### src/hw/rtl/mrfc_pkg.sv
// Shared types, codes and CRC helper for the Modbus RTU framer/checker.
package mrfc_pkg;

	localparam logic [15:0] CRC_INIT = 16'hFFFF;
	localparam logic [15:0] CRC_POLY = 16'hA001;

	localparam logic MODE_TX = 1'b0;
	localparam logic MODE_RX = 1'b1;

	localparam logic [1:0] ST_OK       = 2'd0;
	localparam logic [1:0] ST_MISMATCH = 2'd1;
	localparam logic [1:0] ST_SHORT    = 2'd2;
	localparam logic [1:0] ST_OVERFLOW = 2'd3;

	typedef enum logic [3:0] {
		S_IDLE  = 4'b0001,
		S_TX_LO = 4'b0010,
		S_TX_HI = 4'b0100,
		S_DRAIN = 4'b1000
	} state_t;

	function automatic logic [15:0] crc_fold(input logic [15:0] crc, input logic [7:0] b);
		logic [15:0] c;
		c = crc ^ {8'h00, b};
		for (int k = 0; k < 8; k++) begin
			if (c[0]) begin
				c = (c >> 1) ^ CRC_POLY;
			end else begin
				c = c >> 1;
			end
		end
		return c;
	endfunction

endpackage

### src/hw/rtl/modbus_rtu_frame_crc.sv
// Modbus RTU framer/checker top level: CRC-16 framing, frame store and result sequencer.
// Transmit byte: one result, registered in the cycle after the transfer; with frame_last
//   two CRC bytes follow one per cycle unless stalled; the next byte waits for the high byte.
// Receive byte: stored in memory; a single-result frame shows its result in the cycle after
//   the last transfer; payload bytes go via rdata_q and S_DRAIN, one per cycle unless stalled.
// Reset clears CRCs, byte count, overflow flag and output valid; the frame memory is not cleared.
module modbus_rtu_frame_crc import mrfc_pkg::*; #(
	parameter int FRAME_BYTES = 64
) (
	input  logic       clk,
	input  logic       arst_n,
	input  logic       in_valid,
	output logic       in_ready,
	input  logic       mode,
	input  logic [7:0] data_byte,
	input  logic       frame_last,
	output logic       out_valid,
	input  logic       out_ready,
	output logic [7:0] out_byte,
	output logic       run_last,
	output logic [1:0] status
);

	localparam int AW = (FRAME_BYTES > 1) ? $clog2(FRAME_BYTES) : 1;
	localparam int CW = $clog2(FRAME_BYTES + 1);
	localparam logic [CW-1:0] FULL = CW'(FRAME_BYTES);

	logic [7:0]    mem [FRAME_BYTES];
	logic [7:0]    rdata_q;
	logic [AW-1:0] rd_addr;

	state_t        state_q;
	logic [15:0]   tx_crc_q;
	logic [15:0]   rx_crc_q;
	logic [CW-1:0] count_q;
	logic          ovf_q;
	logic [7:0]    b1_q;
	logic [7:0]    b2_q;
	logic [CW-1:0] plen_q;
	logic          ok_q;
	logic [AW-1:0] idx_q;

	logic          out_valid_q;
	logic [7:0]    out_byte_q;
	logic          run_last_q;
	logic [1:0]    status_q;

	logic          slot_free;
	logic          acc;
	logic          acc_tx;
	logic          acc_rx;
	logic          store_en;
	logic [15:0]   tx_crc_nx;
	logic [15:0]   rx_crc_nx;
	logic [CW-1:0] count_nx;
	logic          ovf_nx;
	logic          crc_ok;
	logic          drain_load;
	logic          drain_end;
	logic          drain_start;
	logic          out_load;

	assign slot_free = !out_valid_q || out_ready;
	assign in_ready  = (state_q == S_IDLE) && slot_free;
	assign acc       = in_valid && in_ready;
	assign acc_tx    = acc && (mode == MODE_TX);
	assign acc_rx    = acc && (mode == MODE_RX);
	assign store_en  = acc_rx && !ovf_q && (count_q < FULL);

	assign tx_crc_nx = crc_fold(tx_crc_q, data_byte);
	assign rx_crc_nx = (count_q >= CW'(2)) ? crc_fold(rx_crc_q, b2_q) : rx_crc_q;
	assign count_nx  = store_en ? count_q + 1'b1 : count_q;
	assign ovf_nx    = ovf_q || (count_q == FULL);
	assign crc_ok    = ({data_byte, b1_q} == rx_crc_nx);

	assign drain_load  = (state_q == S_DRAIN) && slot_free;
	assign drain_end   = (CW'(idx_q) + 1'b1) == plen_q;
	assign drain_start = acc_rx && frame_last && !ovf_nx && (count_nx > CW'(2));
	assign out_load    = acc_tx || (acc_rx && frame_last && !drain_start) ||
		(((state_q == S_TX_LO) || (state_q == S_TX_HI)) && slot_free) || drain_load;

	always_comb begin
		if (state_q != S_DRAIN) begin
			rd_addr = '0;
		end else if (drain_load) begin
			rd_addr = idx_q + 1'b1;
		end else begin
			rd_addr = idx_q;
		end
	end

	always_ff @(posedge clk) begin
		if (store_en) begin
			mem[count_q[AW-1:0]] <= data_byte;
		end
		rdata_q <= mem[rd_addr];
	end

	always_ff @(posedge clk or negedge arst_n) begin
		if (!arst_n) begin
			state_q     <= S_IDLE;
			tx_crc_q    <= CRC_INIT;
			rx_crc_q    <= CRC_INIT;
			count_q     <= '0;
			ovf_q       <= 1'b0;
			out_valid_q <= 1'b0;
			idx_q       <= '0;
		end else begin
			if (out_load) begin
				out_valid_q <= 1'b1;
			end else if (out_ready) begin
				out_valid_q <= 1'b0;
			end
			unique case (state_q)
				S_IDLE: begin
					if (acc_tx) begin
						tx_crc_q <= tx_crc_nx;
						if (frame_last) begin
							state_q <= S_TX_LO;
						end
					end else if (acc_rx) begin
						if (frame_last) begin
							rx_crc_q <= CRC_INIT;
							count_q  <= '0;
							ovf_q    <= 1'b0;
							if (drain_start) begin
								idx_q   <= '0;
								state_q <= S_DRAIN;
							end
						end else if (store_en) begin
							rx_crc_q <= rx_crc_nx;
							count_q  <= count_nx;
						end else begin
							ovf_q <= ovf_nx;
						end
					end
				end
				S_TX_LO: begin
					if (slot_free) begin
						state_q <= S_TX_HI;
					end
				end
				S_TX_HI: begin
					if (slot_free) begin
						tx_crc_q <= CRC_INIT;
						state_q  <= S_IDLE;
					end
				end
				S_DRAIN: begin
					if (drain_load) begin
						idx_q <= idx_q + 1'b1;
						if (drain_end) begin
							state_q <= S_IDLE;
						end
					end
				end
				default: state_q <= S_IDLE;
			endcase
		end
	end

	// payload registers
	always_ff @(posedge clk) begin
		if (acc_tx) begin
			out_byte_q <= data_byte;
			run_last_q <= !frame_last;
			status_q   <= ST_OK;
		end
		if (acc_rx) begin
			b1_q   <= store_en ? data_byte : b1_q;
			b2_q   <= store_en ? b1_q : b2_q;
			plen_q <= count_nx - CW'(2);
			ok_q   <= crc_ok;
			out_byte_q <= 8'h00;
			run_last_q <= 1'b1;
			if (ovf_nx) begin
				status_q <= ST_OVERFLOW;
			end else if (count_nx < CW'(2)) begin
				status_q <= ST_SHORT;
			end else begin
				status_q <= crc_ok ? ST_OK : ST_MISMATCH;
			end
		end
		if (state_q == S_TX_LO && slot_free) begin
			out_byte_q <= tx_crc_q[7:0];
			run_last_q <= 1'b0;
			status_q   <= ST_OK;
		end
		if (state_q == S_TX_HI && slot_free) begin
			out_byte_q <= tx_crc_q[15:8];
			run_last_q <= 1'b1;
			status_q   <= ST_OK;
		end
		if (drain_load) begin
			out_byte_q <= ok_q ? rdata_q : 8'h00;
			run_last_q <= drain_end;
			status_q   <= ok_q ? ST_OK : ST_MISMATCH;
		end
	end

	assign out_valid = out_valid_q;
	assign out_byte  = out_byte_q;
	assign run_last  = run_last_q;
	assign status    = status_q;

endmodule

### config.mk
export PLATFORM = sky130hd
export DESIGN_NAME = modbus_rtu_frame_crc
export DESIGN_NICKNAME = d
export VERILOG_FILES = /design/src/hw/rtl/mrfc_pkg.sv /design/src/hw/rtl/modbus_rtu_frame_crc.sv
export SDC_FILE = /design/constraint.sdc
export NUM_CORES = 1
export LEC_CHECK = 0
export BUFFER_PORTS_ARGS = -buffer_cell sky130_fd_sc_hd__buf_2
export CORE_UTILIZATION = 55
export CTS_BUF_LIST = sky130_fd_sc_hd__clkbuf_8
export CTS_CLUSTER_DIAMETER = 150
export CTS_CLUSTER_SIZE = 12
export DETAILED_ROUTE_END_ITERATION = 10
export HOLD_SLACK_MARGIN = 0.15
export PLACE_DENSITY = 0.77
export SLEW_MARGIN = 40
export SYNTH_ARGS = -nofsm -noshare
export SYNTH_HDL_FRONTEND = slang
export SYNTH_SLANG_ARGS = --single-unit
### constraint.sdc
create_clock -name clk -period 3.6 [get_ports clk]
set_clock_uncertainty 0.2 [all_clocks]
set_input_delay 0.18 -clock clk [delete_from_list [all_inputs] [get_ports clk]]
set_output_delay 0.18 -clock clk [all_outputs]
set_load 0.02 [all_outputs]
==> impl_metrics.yaml <==
finish:
  antenna_cells: 0
  fin_util: 0.621
  fillers: 3399
  layout_commonest_cell: "edfxtp_1"
  fin_nets: 2227
  final_cell_mix: "edfxtp_1 (547), nand2_1 (530), nand3_1 (214), buf_4 (125), nor2_1 (116)"
  final_cells: 2842
  drive_above_1_share: 0.132
  area_growth_pct: 10.4
logic_synthesis:
  synth_xor_area_frac: 0.0292
  ys_seq_area_frac: 0.695
  synth_flop_cell: "edfxtp_1"
  synth_fp_nets: 2128
  synthSimpleGateAreaFrac: 0.167
  synth-adder-area-share: 0.00194
  synth_cells: 2110
  yosysUniqueCellTypes: 61
  ys_ff_latch: 606
  synth-edff-count: 547
  synth_compound_area_frac: 0.0795
  synth_top_family_by_area: "simple AND/OR/NAND/NOR gates"
  synth.area.mux_share: 0.000778
  synthArstFlopShare: 0.0842
  synthesis.area_um2: 25700
  postSynthAreaPerCell_um2: 12.2
  synth_warnings: 0
floorplanning:
  pin_count: 27
  initial_core_util: 0.563
  core_area_um2: 45800
  dieArea_um2: 47700
  dieWidth_um: 218
  die_h_um: 218
  rows: 78
global_route:
  grt-ovfl-total: 0
  grt_max_degree: 69
  antenna_found_initial: 2
  track_usage: 0.284
  grt_pass1_wl_mm: 101
  grt_pass1_vias: 16900
sta:
  finalCritPeriodShare: 0.988
  drv_slew: 0
  tightest_slew_ns: 0.900
  fmax_mhz: 281
  holdWs_ns: 0.230
  setup_viol: 0
  hold_violations: 0
  max_slew_margin: 0.398
  fin_crit_ns: 3.56
  finalWorstSetupSlack_ns: 0.0427
place:
  dp.cells: 2732
  gp_congestion: 0.904
  hpwl_mm: 41.6
  port-buffer-count: 26
  place_ws_ns: 0.0442
worst_setup_path:
  crit_path_cell_trace: "nand2b_1 > or3_1 > buf_4 > nor2_4 > buf_12 > a311oi_1 > a311oi_1 > o31ai_1 > a221o_1"
  worst-endpoint-required_ns: 3.97
  path_delay_family: "simple AND/OR/NAND/NOR gates"
  cpMaxStageDelayCell: "a311oi_1"
  worstSetupPathType: "flop to flop"
  cp-end-kind: "flop"
  crit_top_cell: "a311oi_1"
  cp.arrival_ns: 3.93
  cp_num_buf_inv: 2
  start_kind: "flop"
  crit_fanout: 23
  max_stage_delay_ns: 0.57
power_and_ir_drop:
  p_leak_nw: 10.1
  peakVddDrop_uv: 498
  power.total_mw: 15.0
  powerDensity_nw_per_um2: 527
clock_tree:
  clock_latency_ns: 0.69
  htreeDepth: 2
  clock-root-buffer: "clkbuf_8"
  clockBufferDepth: 3
  cts_buffers: 56
  cts_tree: "yes"
  cts.sinks: 606
  post_cts_buffers: 0
  clkTransAtPathRegs_ns: 0.09
routing:
  via_count: 17700
  routed_wl_mm: 67.0
  drtAntennaViolNets: 0
  firstDrtPassIters: 9
  drc: 0
  drt_iter0_drc: 2337
  via_per_inst: 6.22
  routedWlPerCell_um: 23.6
run:
  cap_viol_max_count: 0
worst_hold_path:
  hold_class: "primary input to flop"
run_status:
  status: "finished, final reports clean"
[layer usage]
metal  part of all wire  GRT usage
met5                  0          0
met4              0.036     0.0974
met3               0.11     0.0508
met2               0.46      0.446
met1               0.40      0.399
[synth_stat cells (2+ instances only)]
cell type  count  area (µm²)
nand2_1      531        1990
or4_1          2        15.0
xnor2_1       59         517
o221ai_1       3        26.3
a221o_1        9        90.1
inv_1         12        45.0
o21ai_1        5        25.0
a211oi_1      21         158
and3_1        55         344
dfrtp_1       18         450
o22a_1         6        52.6
a21oi_1       53         265
nor2b_1        5        31.3
a211o_1        9        78.8
mux2i_1        2        20.0
or3_1          7        43.8
a311oi_1      89         780
xor2_1        23         201
a2bb2oi_1      2        17.5
or2_2          3        18.8
dfxtp_1        8         160
and4_1         2        17.5
nor2_1       118         443
nand4_1        6        37.5
nand3_1      214        1070
nand2b_1       5        31.3
and2_1         4        25.0
a21o_1         6        45.0
buf_4         13        97.6
a31oi_1       25         156
edfxtp_1     547       16400
buf_2         43         215
xnor2_2        2        32.5
clkbuf_1      67         251
nand3b_1       4        30.0
ha_1           4        50.1
buf_1         16        60.1
o22ai_1        3        18.8
o31ai_1       14         105
nor3_1        17        85.1
nand4_2        2        25.0
a22o_1         2        17.5
o21ai_0       23         115
dfstp_2       33         867
or3b_2         2        17.5
[tightest hold or removal path: stages]
cell and delay (ns):
dlygate4sd3_1 0.52, buf_2 0.25, o31ai_1 0.12
[cell families after synthesis]
family,Yosys count
multiplexers,2
XOR/XNOR,84
AND/OR/NAND/NOR,983
buffers and inverters,153
AO/OA/AOI/OAI,278
flip-flops,606
adder cells (fa/ha/maj),4
[repair_timing]
action / CTS / global route
endpoints found under the setup margin: 2 / 8
hold buffers: 19 / 0
gates resized for setup: 2 / 17
endpoints found under the hold margin: 352 / 0
[power breakdown]
part           total (mW)  internal, mW  switching [mW]  leakage (nW)
logic                2.79          1.12            1.67          3.90
registers            8.49          8.15           0.336          5.58
clock network        3.70          1.44            2.25         0.583
[per-stage QoR]
stage	area, µm²	setup TNS [ns]
2_1_floorplan	25700	0
3_3_place_gp	27200	0
3_5_place_dp	27200	0
4_1_cts	28300	0
5_1_grt	28400	-0.000928
6_report	28400	0
[state kept, by name, indices dropped and copies added, names as in the netlist, 8 cells and up]
signal and cells:
mem 512, b2_q 8, rdata_q 8, rx_crc_q 16, out_byte 8, tx_crc_q 16
b1_q 8
[area by class of cell]
cell class,instances,area (µm²),share of cell area
well taps,600,751,0.0264
inverters,13,48.8,0.00172
clock buffers,56,771,0.0271
multi-input cells,1351,7310,0.257
flip-flops and latches,606,17900,0.630
repair buffers,181,1490,0.0523
clock inverters,35,153,0.00537
[worst paths after layout]
path	startpoint	endpoint	slack [ns]	depth (start not counted)
setup / recovery	state_q[2]$_DFFE_PN0P_	rdata_q[1]$_DFF_P_	0.04	9
hold / removal	frame_last	ovf_q$_DFFE_PN0P_	0.23	3
setup reg to reg	state_q[2]$_DFFE_PN0P_	rdata_q[1]$_DFF_P_	0.04	9
hold reg to reg	b1_q[3]$_DFFE_PP_	b2_q[3]$_DFFE_PP_	0.29	0
max in group asynchronous	arst_n	rx_crc_q[7]$_DFFE_PN1P_	2.44	4
min in group asynchronous	arst_n	tx_crc_q[5]$_DFFE_PN1P_	0.49	3
(Power assumes the default switching activity.)
